<file path="src/design/brsfn_pkg.sv">
// Shared constants, types and helper functions for the bitmap range set / find next block.
package brsfn_pkg;

    localparam int WORD_BITS = 64;
    localparam int NUM_WORDS = 64;
    localparam int CAP       = WORD_BITS * NUM_WORDS;

    localparam int BIT_W  = $clog2(WORD_BITS);
    localparam int ADDR_W = (NUM_WORDS > 1) ? $clog2(NUM_WORDS) : 1;
    localparam int USED_W = $clog2(NUM_WORDS + 1);

    localparam int OP_W   = 3;
    localparam int POS_W  = 12;
    localparam int END_W  = 13;
    localparam int FPOS_W = 13;

    localparam int CAP_W  = $clog2(CAP + 1);
    localparam int SPAN_W = (CAP_W > END_W) ? CAP_W : END_W;

    localparam int S_TDATA_W = 32;
    localparam int S_TUSER_W = 3;
    localparam int M_TDATA_W = 16;

    typedef enum logic [OP_W-1:0] {
        OP_TEST      = 3'd0,
        OP_SET_BIT   = 3'd1,
        OP_SET_RANGE = 3'd2,
        OP_CLR_BIT   = 3'd3,
        OP_CLR_ALL   = 3'd4,
        OP_NEXT_SET  = 3'd5,
        OP_NEXT_CLR  = 3'd6
    } op_t;

    typedef enum logic [1:0] {
        ST_IDLE,
        ST_SCAN,
        ST_DONE
    } ctrl_state_t;

    typedef struct packed {
        logic load;
        logic step;
        logic emit;
    } dp_cmd_t;

    typedef struct packed {
        logic need_scan;
        logic scan_end;
        logic out_free;
    } dp_stat_t;

    // index of lowest set bit, binary narrowing
    function automatic logic [BIT_W-1:0] lowest_set(input logic [WORD_BITS-1:0] w);
        logic [WORD_BITS-1:0] v;
        logic [WORD_BITS-1:0] m;
        logic [BIT_W-1:0]     idx;
        v   = w;
        idx = '0;
        for (int k = BIT_W - 1; k >= 0; k--)
        begin
            m = {WORD_BITS{1'b1}} >> (WORD_BITS - (1 << k));
            if ((v & m) == '0)
            begin
                idx[k] = 1'b1;
                v      = v >> (1 << k);
            end
        end
        return idx;
    endfunction

endpackage

</file>
<file path="src/design/brsfn_ctrl.sv">
// Controller state machine: accept, word scan, result hand-off.
module brsfn_ctrl
    import brsfn_pkg::*;
(
    input  logic     clk,
    input  logic     rst_n,
    input  logic     s_tvalid,
    output logic     s_tready,
    input  dp_stat_t stat,
    output dp_cmd_t  cmd
);

    ctrl_state_t state_reg;
    ctrl_state_t state_next;

    always_ff @(posedge clk or negedge rst_n)
    begin
        if (!rst_n)
        begin
            state_reg <= ST_IDLE;
        end
        else
        begin
            state_reg <= state_next;
        end
    end

    always_comb
    begin
        state_next = state_reg;
        cmd        = '0;
        s_tready   = 1'b0;
        case (state_reg)
            ST_IDLE:
            begin
                s_tready = 1'b1;
                if (s_tvalid)
                begin
                    cmd.load   = 1'b1;
                    state_next = stat.need_scan ? ST_SCAN : ST_DONE;
                end
            end
            ST_SCAN:
            begin
                cmd.step = 1'b1;
                if (stat.scan_end)
                begin
                    state_next = ST_DONE;
                end
            end
            ST_DONE:
            begin
                if (stat.out_free)
                begin
                    cmd.emit   = 1'b1;
                    state_next = ST_IDLE;
                end
            end
            default:
            begin
                state_next = ST_IDLE;
            end
        endcase
    end

endmodule

</file>
<file path="src/design/brsfn_dp.sv">
// Datapath: bitmap word memory, used-word count, masks, search and result registers.
module brsfn_dp
    import brsfn_pkg::*;
(
    input  logic              clk,
    input  logic              rst_n,
    input  dp_cmd_t           cmd,
    output dp_stat_t          stat,
    input  logic [OP_W-1:0]   opcode,
    input  logic [POS_W-1:0]  position,
    input  logic [END_W-1:0]  range_end,
    output logic              m_tvalid,
    input  logic              m_tready,
    output logic              bit_value,
    output logic              found,
    output logic [FPOS_W-1:0] found_position
);

    logic [WORD_BITS-1:0] mem [NUM_WORDS];
    logic [NUM_WORDS-1:0] vld_reg;
    logic [WORD_BITS-1:0] rd_data_reg;
    logic                 rd_vld_reg;
    logic [ADDR_W-1:0]    rd_addr;

    op_t                  op_reg;
    logic [POS_W-1:0]     pos_reg;
    logic [BIT_W-1:0]     hi_bit_reg;
    logic [ADDR_W-1:0]    start_w_reg;
    logic [ADDR_W-1:0]    last_w_reg;
    logic [ADDR_W-1:0]    cur_w_reg;
    logic [USED_W-1:0]    used_reg;

    logic                 res_bit_reg;
    logic                 res_found_reg;
    logic [FPOS_W-1:0]    res_fpos_reg;
    logic                 m_tvalid_reg;
    logic                 out_bit_reg;
    logic                 out_found_reg;
    logic [FPOS_W-1:0]    out_fpos_reg;

    // load-time decode
    op_t                  op_in;
    logic [SPAN_W-1:0]    pos_x;
    logic [SPAN_W-1:0]    end_x;
    logic [SPAN_W-1:0]    end_c;
    logic [SPAN_W-1:0]    endm1;
    logic [SPAN_W-1:0]    limit_x;
    logic [SPAN_W-1:0]    nc_pos;
    logic                 pos_in_map;
    logic                 need_scan;
    logic [ADDR_W-1:0]    start_w;
    logic [ADDR_W-1:0]    last_w;

    // per-word step
    logic [WORD_BITS-1:0] word;
    logic [BIT_W-1:0]     lo;
    logic [BIT_W-1:0]     hi;
    logic [WORD_BITS-1:0] lo_mask;
    logic [WORD_BITS-1:0] hi_mask;
    logic [WORD_BITS-1:0] bit_mask;
    logic [WORD_BITS-1:0] srch;
    logic                 is_search;
    logic                 hit;
    logic [BIT_W-1:0]     hit_idx;
    logic                 wr_en;
    logic [WORD_BITS-1:0] wr_data;
    logic [USED_W-1:0]    cur_w_inc;
    logic                 out_free;

    assign op_in      = op_t'(opcode);
    assign pos_x      = SPAN_W'(position);
    assign end_x      = SPAN_W'(range_end);
    assign end_c      = (end_x > SPAN_W'(CAP)) ? SPAN_W'(CAP) : end_x;
    assign endm1      = end_c - SPAN_W'(1);
    assign limit_x    = SPAN_W'(used_reg) << BIT_W;
    assign nc_pos     = (pos_x < SPAN_W'(CAP)) ? pos_x : SPAN_W'(CAP);
    assign pos_in_map = pos_x < SPAN_W'(CAP);
    assign start_w    = ADDR_W'(pos_x >> BIT_W);

    always_comb
    begin
        need_scan = 1'b0;
        last_w    = start_w;
        case (op_in)
            OP_TEST, OP_SET_BIT, OP_CLR_BIT:
            begin
                need_scan = pos_in_map;
            end
            OP_SET_RANGE:
            begin
                need_scan = pos_in_map && (end_c > pos_x);
                last_w    = ADDR_W'(endm1 >> BIT_W);
            end
            OP_NEXT_SET, OP_NEXT_CLR:
            begin
                need_scan = pos_x < limit_x;
                last_w    = ADDR_W'(used_reg - USED_W'(1));
            end
            default:
            begin
                need_scan = 1'b0;
            end
        endcase
    end

    assign rd_addr = cmd.load ? start_w : (cur_w_reg + ADDR_W'(1));

    assign word      = rd_vld_reg ? rd_data_reg : '0;
    assign lo        = (cur_w_reg == start_w_reg) ? pos_reg[BIT_W-1:0] : '0;
    assign hi        = (cur_w_reg == last_w_reg) ? hi_bit_reg : {BIT_W{1'b1}};
    assign lo_mask   = {WORD_BITS{1'b1}} << lo;
    assign hi_mask   = {WORD_BITS{1'b1}} >> (BIT_W'(WORD_BITS - 1) - hi);
    assign bit_mask  = WORD_BITS'(1) << pos_reg[BIT_W-1:0];
    assign is_search = op_reg inside {OP_NEXT_SET, OP_NEXT_CLR};
    assign srch      = ((op_reg == OP_NEXT_CLR) ? ~word : word) & lo_mask;
    assign hit       = is_search && (srch != '0);
    assign hit_idx   = lowest_set(srch);
    assign cur_w_inc = USED_W'(cur_w_reg) + USED_W'(1);

    always_comb
    begin
        wr_en   = 1'b0;
        wr_data = word;
        case (op_reg)
            OP_SET_BIT:
            begin
                wr_en   = cmd.step;
                wr_data = word | bit_mask;
            end
            OP_SET_RANGE:
            begin
                wr_en   = cmd.step;
                wr_data = word | (lo_mask & hi_mask);
            end
            OP_CLR_BIT:
            begin
                wr_en   = cmd.step;
                wr_data = word & ~bit_mask;
            end
            default:
            begin
                wr_en = 1'b0;
            end
        endcase
    end

    assign out_free       = !(m_tvalid_reg && !m_tready);
    assign stat.need_scan = need_scan;
    assign stat.scan_end  = (cur_w_reg == last_w_reg) || hit;
    assign stat.out_free  = out_free;

    always_ff @(posedge clk)
    begin
        if (wr_en)
        begin
            mem[cur_w_reg] <= wr_data;
        end
        rd_data_reg <= mem[rd_addr];
    end

    always_ff @(posedge clk or negedge rst_n)
    begin
        if (!rst_n)
        begin
            vld_reg    <= '0;
            rd_vld_reg <= 1'b0;
            used_reg   <= '0;
        end
        else
        begin
            rd_vld_reg <= vld_reg[rd_addr];
            if (cmd.load && (op_in == OP_CLR_ALL))
            begin
                vld_reg  <= '0;
                used_reg <= '0;
            end
            else if (wr_en)
            begin
                vld_reg[cur_w_reg] <= 1'b1;
                if ((op_reg != OP_CLR_BIT) && (cur_w_inc > used_reg))
                begin
                    used_reg <= cur_w_inc;
                end
            end
        end
    end

    always_ff @(posedge clk)
    begin
        if (cmd.load)
        begin
            op_reg        <= op_in;
            pos_reg       <= position;
            hi_bit_reg    <= endm1[BIT_W-1:0];
            start_w_reg   <= start_w;
            last_w_reg    <= last_w;
            cur_w_reg     <= start_w;
            res_bit_reg   <= 1'b0;
            res_found_reg <= 1'b0;
            res_fpos_reg  <= '0;
            if (op_in == OP_NEXT_CLR)
            begin
                if (need_scan)
                begin
                    res_fpos_reg  <= FPOS_W'(limit_x);
                    res_found_reg <= limit_x < SPAN_W'(CAP);
                end
                else
                begin
                    res_fpos_reg  <= FPOS_W'(nc_pos);
                    res_found_reg <= nc_pos < SPAN_W'(CAP);
                end
            end
        end
        else if (cmd.step)
        begin
            if (!stat.scan_end)
            begin
                cur_w_reg <= cur_w_reg + ADDR_W'(1);
            end
            if (op_reg == OP_TEST)
            begin
                res_bit_reg <= word[pos_reg[BIT_W-1:0]];
            end
            if (hit)
            begin
                res_found_reg <= 1'b1;
                res_fpos_reg  <= FPOS_W'({cur_w_reg, hit_idx});
            end
        end
        if (cmd.emit)
        begin
            out_bit_reg   <= res_bit_reg;
            out_found_reg <= res_found_reg;
            out_fpos_reg  <= res_fpos_reg;
        end
    end

    always_ff @(posedge clk or negedge rst_n)
    begin
        if (!rst_n)
        begin
            m_tvalid_reg <= 1'b0;
        end
        else if (cmd.emit)
        begin
            m_tvalid_reg <= 1'b1;
        end
        else if (m_tready)
        begin
            m_tvalid_reg <= 1'b0;
        end
    end

    assign m_tvalid       = m_tvalid_reg;
    assign bit_value      = out_bit_reg;
    assign found          = out_found_reg;
    assign found_position = out_fpos_reg;

    a_wr_in_step: assert property (@(posedge clk) disable iff (!rst_n)
        wr_en |-> cmd.step)
        else $error("memory write outside scan step");

    a_used_bound: assert property (@(posedge clk) disable iff (!rst_n)
        used_reg <= USED_W'(NUM_WORDS))
        else $error("used word count beyond map size");

    a_clr_all: assert property (@(posedge clk) disable iff (!rst_n)
        (cmd.load && (op_in == OP_CLR_ALL)) |=> ((used_reg == '0) && (vld_reg == '0)))
        else $error("clear all did not empty the map");

    a_emit_free: assert property (@(posedge clk) disable iff (!rst_n)
        cmd.emit |-> out_free)
        else $error("result overwrote a pending beat");

    a_scan_range: assert property (@(posedge clk) disable iff (!rst_n)
        cmd.step |-> (cur_w_reg <= last_w_reg))
        else $error("scan ran past its last word");

endmodule

</file>
<file path="src/design/bitmap_range_set_find_next.sv">
// Top level of the bitmap range set / find next block.
//
// Usage:
//   Slave stream: one beat per operation. s_tuser carries the opcode
//   (test, set bit, set range, clear bit, clear all, next set, next clear);
//   s_tdata carries the bit position and the exclusive range end.
//   Master stream: one result beat per operation, in order, with the tested
//   bit, the found flag and the found position.
// Scan:
//   An operation walks the words from its start word up to its last
//   word between accept and the result beat; test, set bit and clear
//   bit visit one word, clear all and trivial cases skip the scan. Set
//   range and the searches walk one word per cycle through the read and
//   write ports of the word memory, up to NUM_WORDS words, and a new beat
//   is accepted only once the result of the previous one is registered.
// Reset: the map reads all zero and the used-word count is zero at once;
//   per-word valid flags stand in for a clearing pass.
// Stall: a result waits in the output register while m_tready is low; the
//   next operation is still accepted and runs, then holds until it drains.
module bitmap_range_set_find_next
    import brsfn_pkg::*;
(
    input  logic                 clk,
    input  logic                 rst_n,
    input  logic                 s_tvalid,
    output logic                 s_tready,
    input  logic [S_TDATA_W-1:0] s_tdata,   // [11:0] position, [24:12] range_end
    input  logic [S_TUSER_W-1:0] s_tuser,   // [2:0] opcode
    output logic                 m_tvalid,
    input  logic                 m_tready,
    output logic [M_TDATA_W-1:0] m_tdata    // [0] bit_value, [1] found, [14:2] found_position
);

    dp_cmd_t           cmd;
    dp_stat_t          stat;
    logic              bit_value;
    logic              found;
    logic [FPOS_W-1:0] found_position;

    brsfn_ctrl u_ctrl (
        .clk      (clk),
        .rst_n    (rst_n),
        .s_tvalid (s_tvalid),
        .s_tready (s_tready),
        .stat     (stat),
        .cmd      (cmd)
    );

    brsfn_dp u_dp (
        .clk            (clk),
        .rst_n          (rst_n),
        .cmd            (cmd),
        .stat           (stat),
        .opcode         (s_tuser[OP_W-1:0]),
        .position       (s_tdata[POS_W-1:0]),
        .range_end      (s_tdata[POS_W+END_W-1:POS_W]),
        .m_tvalid       (m_tvalid),
        .m_tready       (m_tready),
        .bit_value      (bit_value),
        .found          (found),
        .found_position (found_position)
    );

    assign m_tdata = {{(M_TDATA_W - FPOS_W - 2){1'b0}}, found_position, found, bit_value};

endmodule
</file>
<file path="config.mk">
export PLATFORM = sky130hd
export DESIGN_NAME = bitmap_range_set_find_next
export DESIGN_NICKNAME = d
export VERILOG_FILES = /design/src/design/brsfn_pkg.sv /design/src/design/brsfn_ctrl.sv /design/src/design/brsfn_dp.sv /design/src/design/bitmap_range_set_find_next.sv
export SDC_FILE = /design/constraint.sdc
export NUM_CORES = 2
export LEC_CHECK = 0
export BUFFER_PORTS_ARGS = -buffer_cell sky130_fd_sc_hd__clkbuf_2
export CAP_MARGIN = 0
export CORE_ASPECT_RATIO = 0.75
export CORE_MARGIN = 2
export CORE_UTILIZATION = 28
export CTS_BUF_LIST = sky130_fd_sc_hd__clkbuf_16
export CTS_CLUSTER_SIZE = 10
export DETAILED_ROUTE_END_ITERATION = 7
export PLACE_DENSITY = 0.39
export SKIP_LAST_GASP = 1
export SLEW_MARGIN = 5
export SYNTH_ARGS = -nofsm -noshare
export SYNTH_HDL_FRONTEND = slang
export SYNTH_SLANG_ARGS = --single-unit
</file>
<file path="constraint.sdc">
create_clock -name clk -period 15.73 [get_ports clk]
set_input_delay 3.146 -clock clk [delete_from_list [all_inputs] [get_ports clk]]
set_output_delay 3.146 -clock clk [all_outputs]
set_load 0.01 [all_outputs]
</file>
Yosys cells after proc, flatten, opt, wreduce, memory -nomap -nowiden
Memory sizes are Yosys's and may differ from the RTL's. A register that Yosys moved wholly into a read port is not among the register bits.
Cells that the tools add are included.
W data, S select, Z words.
- output and inout bits: 18
- word-level logic and storage cells: 158
- register bits after elaboration: 138
- input bits: 39
- memories kept: 1
- bits in writable memories: 4096
- memory list (name ; depth ; bits a word ; rd ports ; clocked after memory_dff ; write ports ; line ; RTL):
    u_dp.mem ; 64 ; 64 ; 1 ; 1 ; 1 ; brsfn_dp.sv:19 ; logic [WORD_BITS-1:0] mem [NUM_WORDS];
- shift-type cells: 3
- muxes and demuxes: 61
- bitwise gates (word level): 8
- magnitude comparators: 11
- eq/ne operators: 20
- reduce and logical (&&, ||, !) cells: 32
- add/sub/neg operators: 5
- operators with widths (operator ; number):
    $logic_not A64 Y1 ; 6
    $mux W64 ; 4
    $and A64 B64 Y64 ; 3
    $or A64 B64 Y64 ; 3
    $pmux W64 S3 ; 1
    $not A64 Y64 ; 2
    $mux W13 ; 7
    $reduce_bool A64 Y1 ; 1
    $shl A1 B6 Y64 const A ; 1
    $shl A64 B6 Y64 const A ; 1
    $shr A64 B6 Y64 const A ; 1
    $mux W6 ; 6
    $mux W31 ; 1
    $mux W7 ; 4
    $lt A13 B13 Y1 const B ; 2
    $mux W1 ; 26
    $lt A6 B7 Y1 const B ; 3
    $eq A3 B3 Y1 const B ; 5
    $mux W15 ; 1
    $gt A13 B12 Y1 ; 1
    $gt A13 B13 Y1 const B ; 1
    $lt A12 B13 Y1 ; 1
    $lt A12 B13 Y1 const B ; 1
    $bmux W1 S6 ; 2
    other kinds (31) ; 56

Longest topological paths before layout
- depth after elaboration: 19
- mapped depth: 18

By module
A second synthesis with hierarchy kept.
- cells, all modules: 7714
- area, all modules: 169553.9 um^2
- modules (own cells, without submodules) (module ; times used ; sequential area each (um^2) ; cells an instance ; area an instance (um^2)):
    brsfn_dp ; 1 ; 127987.8 ; 7697 ; 169401.2
    brsfn_ctrl ; 1 ; 50.0 ; 13 ; 126.4
    bitmap_range_set_find_next ; 1 ; 0.0 ; 4 ; 26.3

Worst setup path after synthesis
No wires, ideal clock.
- kind: input to register
- start point: in s_tdata[12]
- end point: reg u_dp.res_fpos_reg[10] (data pin)
- library setup time: 270 ps
- arrival: 6940 ps
- stages on the path: 18
- slack: 8519 ps
- data required time: 15460 ps
- path through: nor3_1 -> nand4b_1 -> o31ai_1 -> nand2_1 -> inv_1 -> ha_1 -> nor2b_1 -> o21a_1 -> o21a_1 -> o21a_1 -> o21a_1 -> o21ai_0 -> a21oi_1 -> o31ai_1 -> a211oi_1 -> o41ai_2 -> mux2i_1 -> o21ai_0
- word-level cells in the longest chain between the ends: 8
- RTL lines (what ; line ; RTL):
    from (decl) ; bitmap_range_set_find_next.sv:27 ; input logic [S_TDATA_W-1:0] s_tdata,
    $gt A13 B13 Y1 ; brsfn_dp.sv:73 ; assign end_c = (end_x > SPAN_W'(CAP)) ? SPAN_W'(CAP) : end_x;
    $mux W13 (*) ; brsfn_dp.sv:73 ;
    $gt A13 B12 Y1 (*) ; brsfn_dp.sv:91 ; need_scan = pos_in_map && (end_c > pos_x);
    $logic_and A1 B1 Y1 (*) ; brsfn_dp.sv:91 ;
    $pmux W1 S3 (*) ; brsfn_dp.sv:84 ; case (op_in)
    $mux W13 (*) ; brsfn_dp.sv:203 ; if (need_scan)
    $mux W13 (*) ; brsfn_dp.sv:201 ; if (op_in == OP_NEXT_CLR)
    $mux W13 (*) ; brsfn_dp.sv:190 ; if (cmd.load)
    to (signal assigned) ; brsfn_dp.sv:205 ; res_fpos_reg <= FPOS_W'(limit_x);
    to (signal assigned) ; brsfn_dp.sv:210 ; res_fpos_reg <= FPOS_W'(nc_pos);
    to (signal assigned) ; brsfn_dp.sv:228 ; res_fpos_reg <= FPOS_W'({cur_w_reg, hit_idx});
    to (decl) ; brsfn_dp.sv:35 ; logic [FPOS_W-1:0] res_fpos_reg;
Every way passes the cells marked *; elsewhere a longest branch is shown, timed or not.
A chain may end at the register's enable or synchronous reset.

Worst setup path after layout
- start point: in s_tvalid
- end point: reg u_dp.rd_data_reg[7], read port of u_dp.mem
- word-level cells in the longest chain between the ends: 3
- RTL lines (what ; line ; RTL):
    from (decl) ; bitmap_range_set_find_next.sv:25 ; input logic s_tvalid,
    $mux W1 ; brsfn_ctrl.sv:37 ; if (s_tvalid)
    $mux W1 ; brsfn_ctrl.sv:33 ; case (state_reg)
    $mux W6 ; brsfn_dp.sv:106 ; assign rd_addr = cmd.load ? start_w : (cur_w_reg + ADDR_W'(1));
    to (decl) ; brsfn_dp.sv:21 ; logic [WORD_BITS-1:0] rd_data_reg;
Every way passes these cells.

==> impl_metrics.toml <==
[cts]
clk-insertion-delay-late_ns = 1.06
cts_tree = "yes"
cts_resized = 0
htreeDepth = 5
clkTransAtPathRegs_ns = 0.06
clockBufferDepth = 4
cts.sinks = 4298
cts-buffers-inserted = 475
hold_buffers = 0
root_buffer = "clkbuf_16"
cts_setup_buffers = 0

[global_routing]
grt_max_degree = 150
grt.total_usage_pct = 21.35
first_global_vias = 110335
grt_pass1_wl_um = 959700
antenna_found_initial = 53
gr-total-overflow = 0

[logic_synthesis]
yosys-top-cells-area = "edfxtp_1 (71%), nand2_1 (9.3%), nand3_1 (4.6%)"
yosysWarnings = 0
syn_nets = 14072
synth_edf_count = 4158
synth_cells = 14006
synth_cell_types = 90
seq_area_frac_synth_pct = 72.94
ys_seq_elements = 4298
ys_async_sr_fraction_pct = 1.745
yosysTopAreaCellShare_pct = 71.13
syn_area_per_cell_um2 = 12.53
netlist_area_mm2 = 0.1755
synth_top_cell_by_area = "edfxtp_1"
synth_ff_type = "edfxtp_1"

[power]
ir_worst_vdd_mv = 0.2078
pwr-share-comb_pct = 43.5
power_frac_clock_pct = 22.7
leakagePower_uw = 0.06847
power_switching_uw = 19760
swShare_pct = 44.10
p_per_area_mw_per_mm2 = 222.9
p_int_uw = 25050
pwr-share-seq_pct = 33.8

[sta]
finalHoldViolCount = 0
timing.final.crit_share_pct = 49.28
fmax_mhz = 129.0
slew_headroom_pct = 8.393
setup_viol = 0
tns_ns = 0
fin_worst_skew_ns = 0.05819
tightest_slew_ns = 1.369
layout_min_cycle_time_ns = 7.752
rsz0062_at_grt = "no"
slew_violations = 0

[place]
finalWeightedCongestion = 0.9371
post-dp-hpwl_um = 385000
dp.cells = 21829
placed_cell_area_mm2 = 0.1874
port_buffers = 48

[critical_path]
cp_max_fo = 145
rr_endpoint = "u_dp.res_fpos_reg[0]"
worstPathArrival_ns = 8.75
r2r_slack_ns = 8.54
reg2reg_depth = 12
cp.required_ns = 16.72
crit_path_start_kind = "primary input"
crit_type = "in2reg"
startpoint = "s_tvalid"
crit_buf_inv = 7
rr_startpoint = "u_dp.cur_w_reg[2]"
path_cells = "clkbuf_2 > nand2_1 > buf_4 > nand2_1 > o21ai_4 > buf_4 > buf_12 > buf_4 > buf_12 > buf_4 > nand2_1 > and3_1 > a311oi_1 > a31oi_1 > a21oi_1 > a211oi_1 > a21oi_1"
end_kind = "flip-flop"
critPathMostFrequentCell = "buf_4"
crit_path_max_incr_delay_ns = 0.73
slowest_stage = "buf_4"
crit_family = "buffers and inverters"

[flow_run]
drv.max_cap_violation_count = 0

[status]
status = "finished, final reports clean"

[cells_and_area]
final_cells = 22638
utilization_pct = 32.24
largest_reg_flops = 4096
drive_gt1_share_pct = 8.447
synthToLayoutAreaGrowth_pct = 14.55
fillers = 62778
fin_area_mm2 = 0.2011
nNetsFinal = 14023

[drt]
drc_errors = 0
dr.first_iter.drc_count = 14841
num_vias = 119362
wl_per_cell_um = 31.04
antenna_left = 0
vias_per_cell = 5.273
drtPass1Iterations = 6
drt_wl_total_um = 702800

[floorplan]
num_io_pins = 57
core_area_mm2 = 0.6237
die_w_um = 918.3
dieArea_mm2 = 0.6333
start_util_pct = 28.14
rows = 251
die_h_um = 689.7

[hold_path]
hold_depth = 0
min_from = "u_dp.res_fpos_reg[8]"
min_path_type = "reg2reg"
min_to = "u_dp.found_position[8]"
==> worst max-delay path by stage <==
stage                                        to  slack, ns  depth (start not counted)
after floorplan           u_dp.res_fpos_reg[10]       8.52                         18
after global placement      u_dp.rd_data_reg[7]       7.08                         17
after detailed placement    u_dp.rd_data_reg[7]       7.05                         17
after CTS                   u_dp.rd_data_reg[7]       8.21                         17
after global routing        u_dp.rd_data_reg[7]       7.75                         17
final                       u_dp.rd_data_reg[7]       7.98                         17
==> synthesized netlist by cell type, types with 30 or more instances <==
master	n
and3_1	398
a211oi_1	76
xor2_1	51
buf_1	67
a311oi_1	782
a31oi_1	163
xnor2_1	41
dfrtp_1	75
nor2_1	196
inv_1	38
edfxtp_1	4158
o31ai_1	30
o21ai_0	116
dfxtp_1	65
a21oi_1	350
nand2_1	4359
nor3_1	42
clkbuf_1	941
o22ai_1	35
o21a_1	77
nand3_1	1602
==> power by group through the flow <==
stage	Clock, uW	Combinational, uW	Sequential, uW
after floorplan	0	11500	15100
after global placement	0	19500	15400
after detailed placement	0	19500	15400
after CTS	10400	19500	15100
after global routing	10900	21000	15200
final	10200	19500	15200
==> cells by family after synthesis <==
logic type | share of synthesized area (%)
compound gates | 7.461
xor+xnor | 0.4683
fa+ha+maj | 0.1925
buf+inv | 2.318
flops | 72.94
mux | 0.3457
other cells | 0.002136
simple gates | 16.27
==> layout make-up <==
| type | instances | area [um2] | area share, % |
|---|---|---|---|
| multi-input cells | 8637 | 44560 | 22.16 |
| flip-flops and latches | 4298 | 128000 | 63.68 |
| inverters | 45 | 198.9 | 0.09894 |
| diodes | 11 | 27.53 | 0.01369 |
| repair buffers | 500 | 4174 | 2.076 |
| well taps | 8349 | 10450 | 5.195 |
| clock buffers | 483 | 12090 | 6.011 |
| clock inverters | 315 | 1546 | 0.7691 |
==> per-stage QoR <==
step	worst slack, ns	hold WS [ns]	total power (uW)
6_report	7.978	0.4282	44820
5_1_grt	7.748	0.4453	47030
4_1_cts	8.214	0.4307	45050
3_5_place_dp	7.046	0.4175	34830
3_3_place_gp	7.078	0.4126	34880
2_1_floorplan	8.519	0.4003	26610
==> routing by layer <==
layer	up-vias	routed length (um)	part of all wire [%]	track usage (%)
met3	764	50430	7.2	3.741
li1	51767	-	-	-
met4	6	12780	1.8	3.803
met2	4190	289000	41	30.17
met5	-	34	0.0048	0
met1	62635	350600	50	34.09
==> layout by cell type, fill, tap and decap left out, types with 76 or more instances in the layout <==
master	n
a311oi_1	782
inv_1	320
nand2_1	4359
a31oi_1	158
a211oi_1	76
nor2_1	131
edfxtp_1	4158
clkbuf_16	483
nand3_1	1601
o21ai_0	112
a21oi_1	346
and3_1	398
buf_4	410
(Power assumes the default switching activity.)
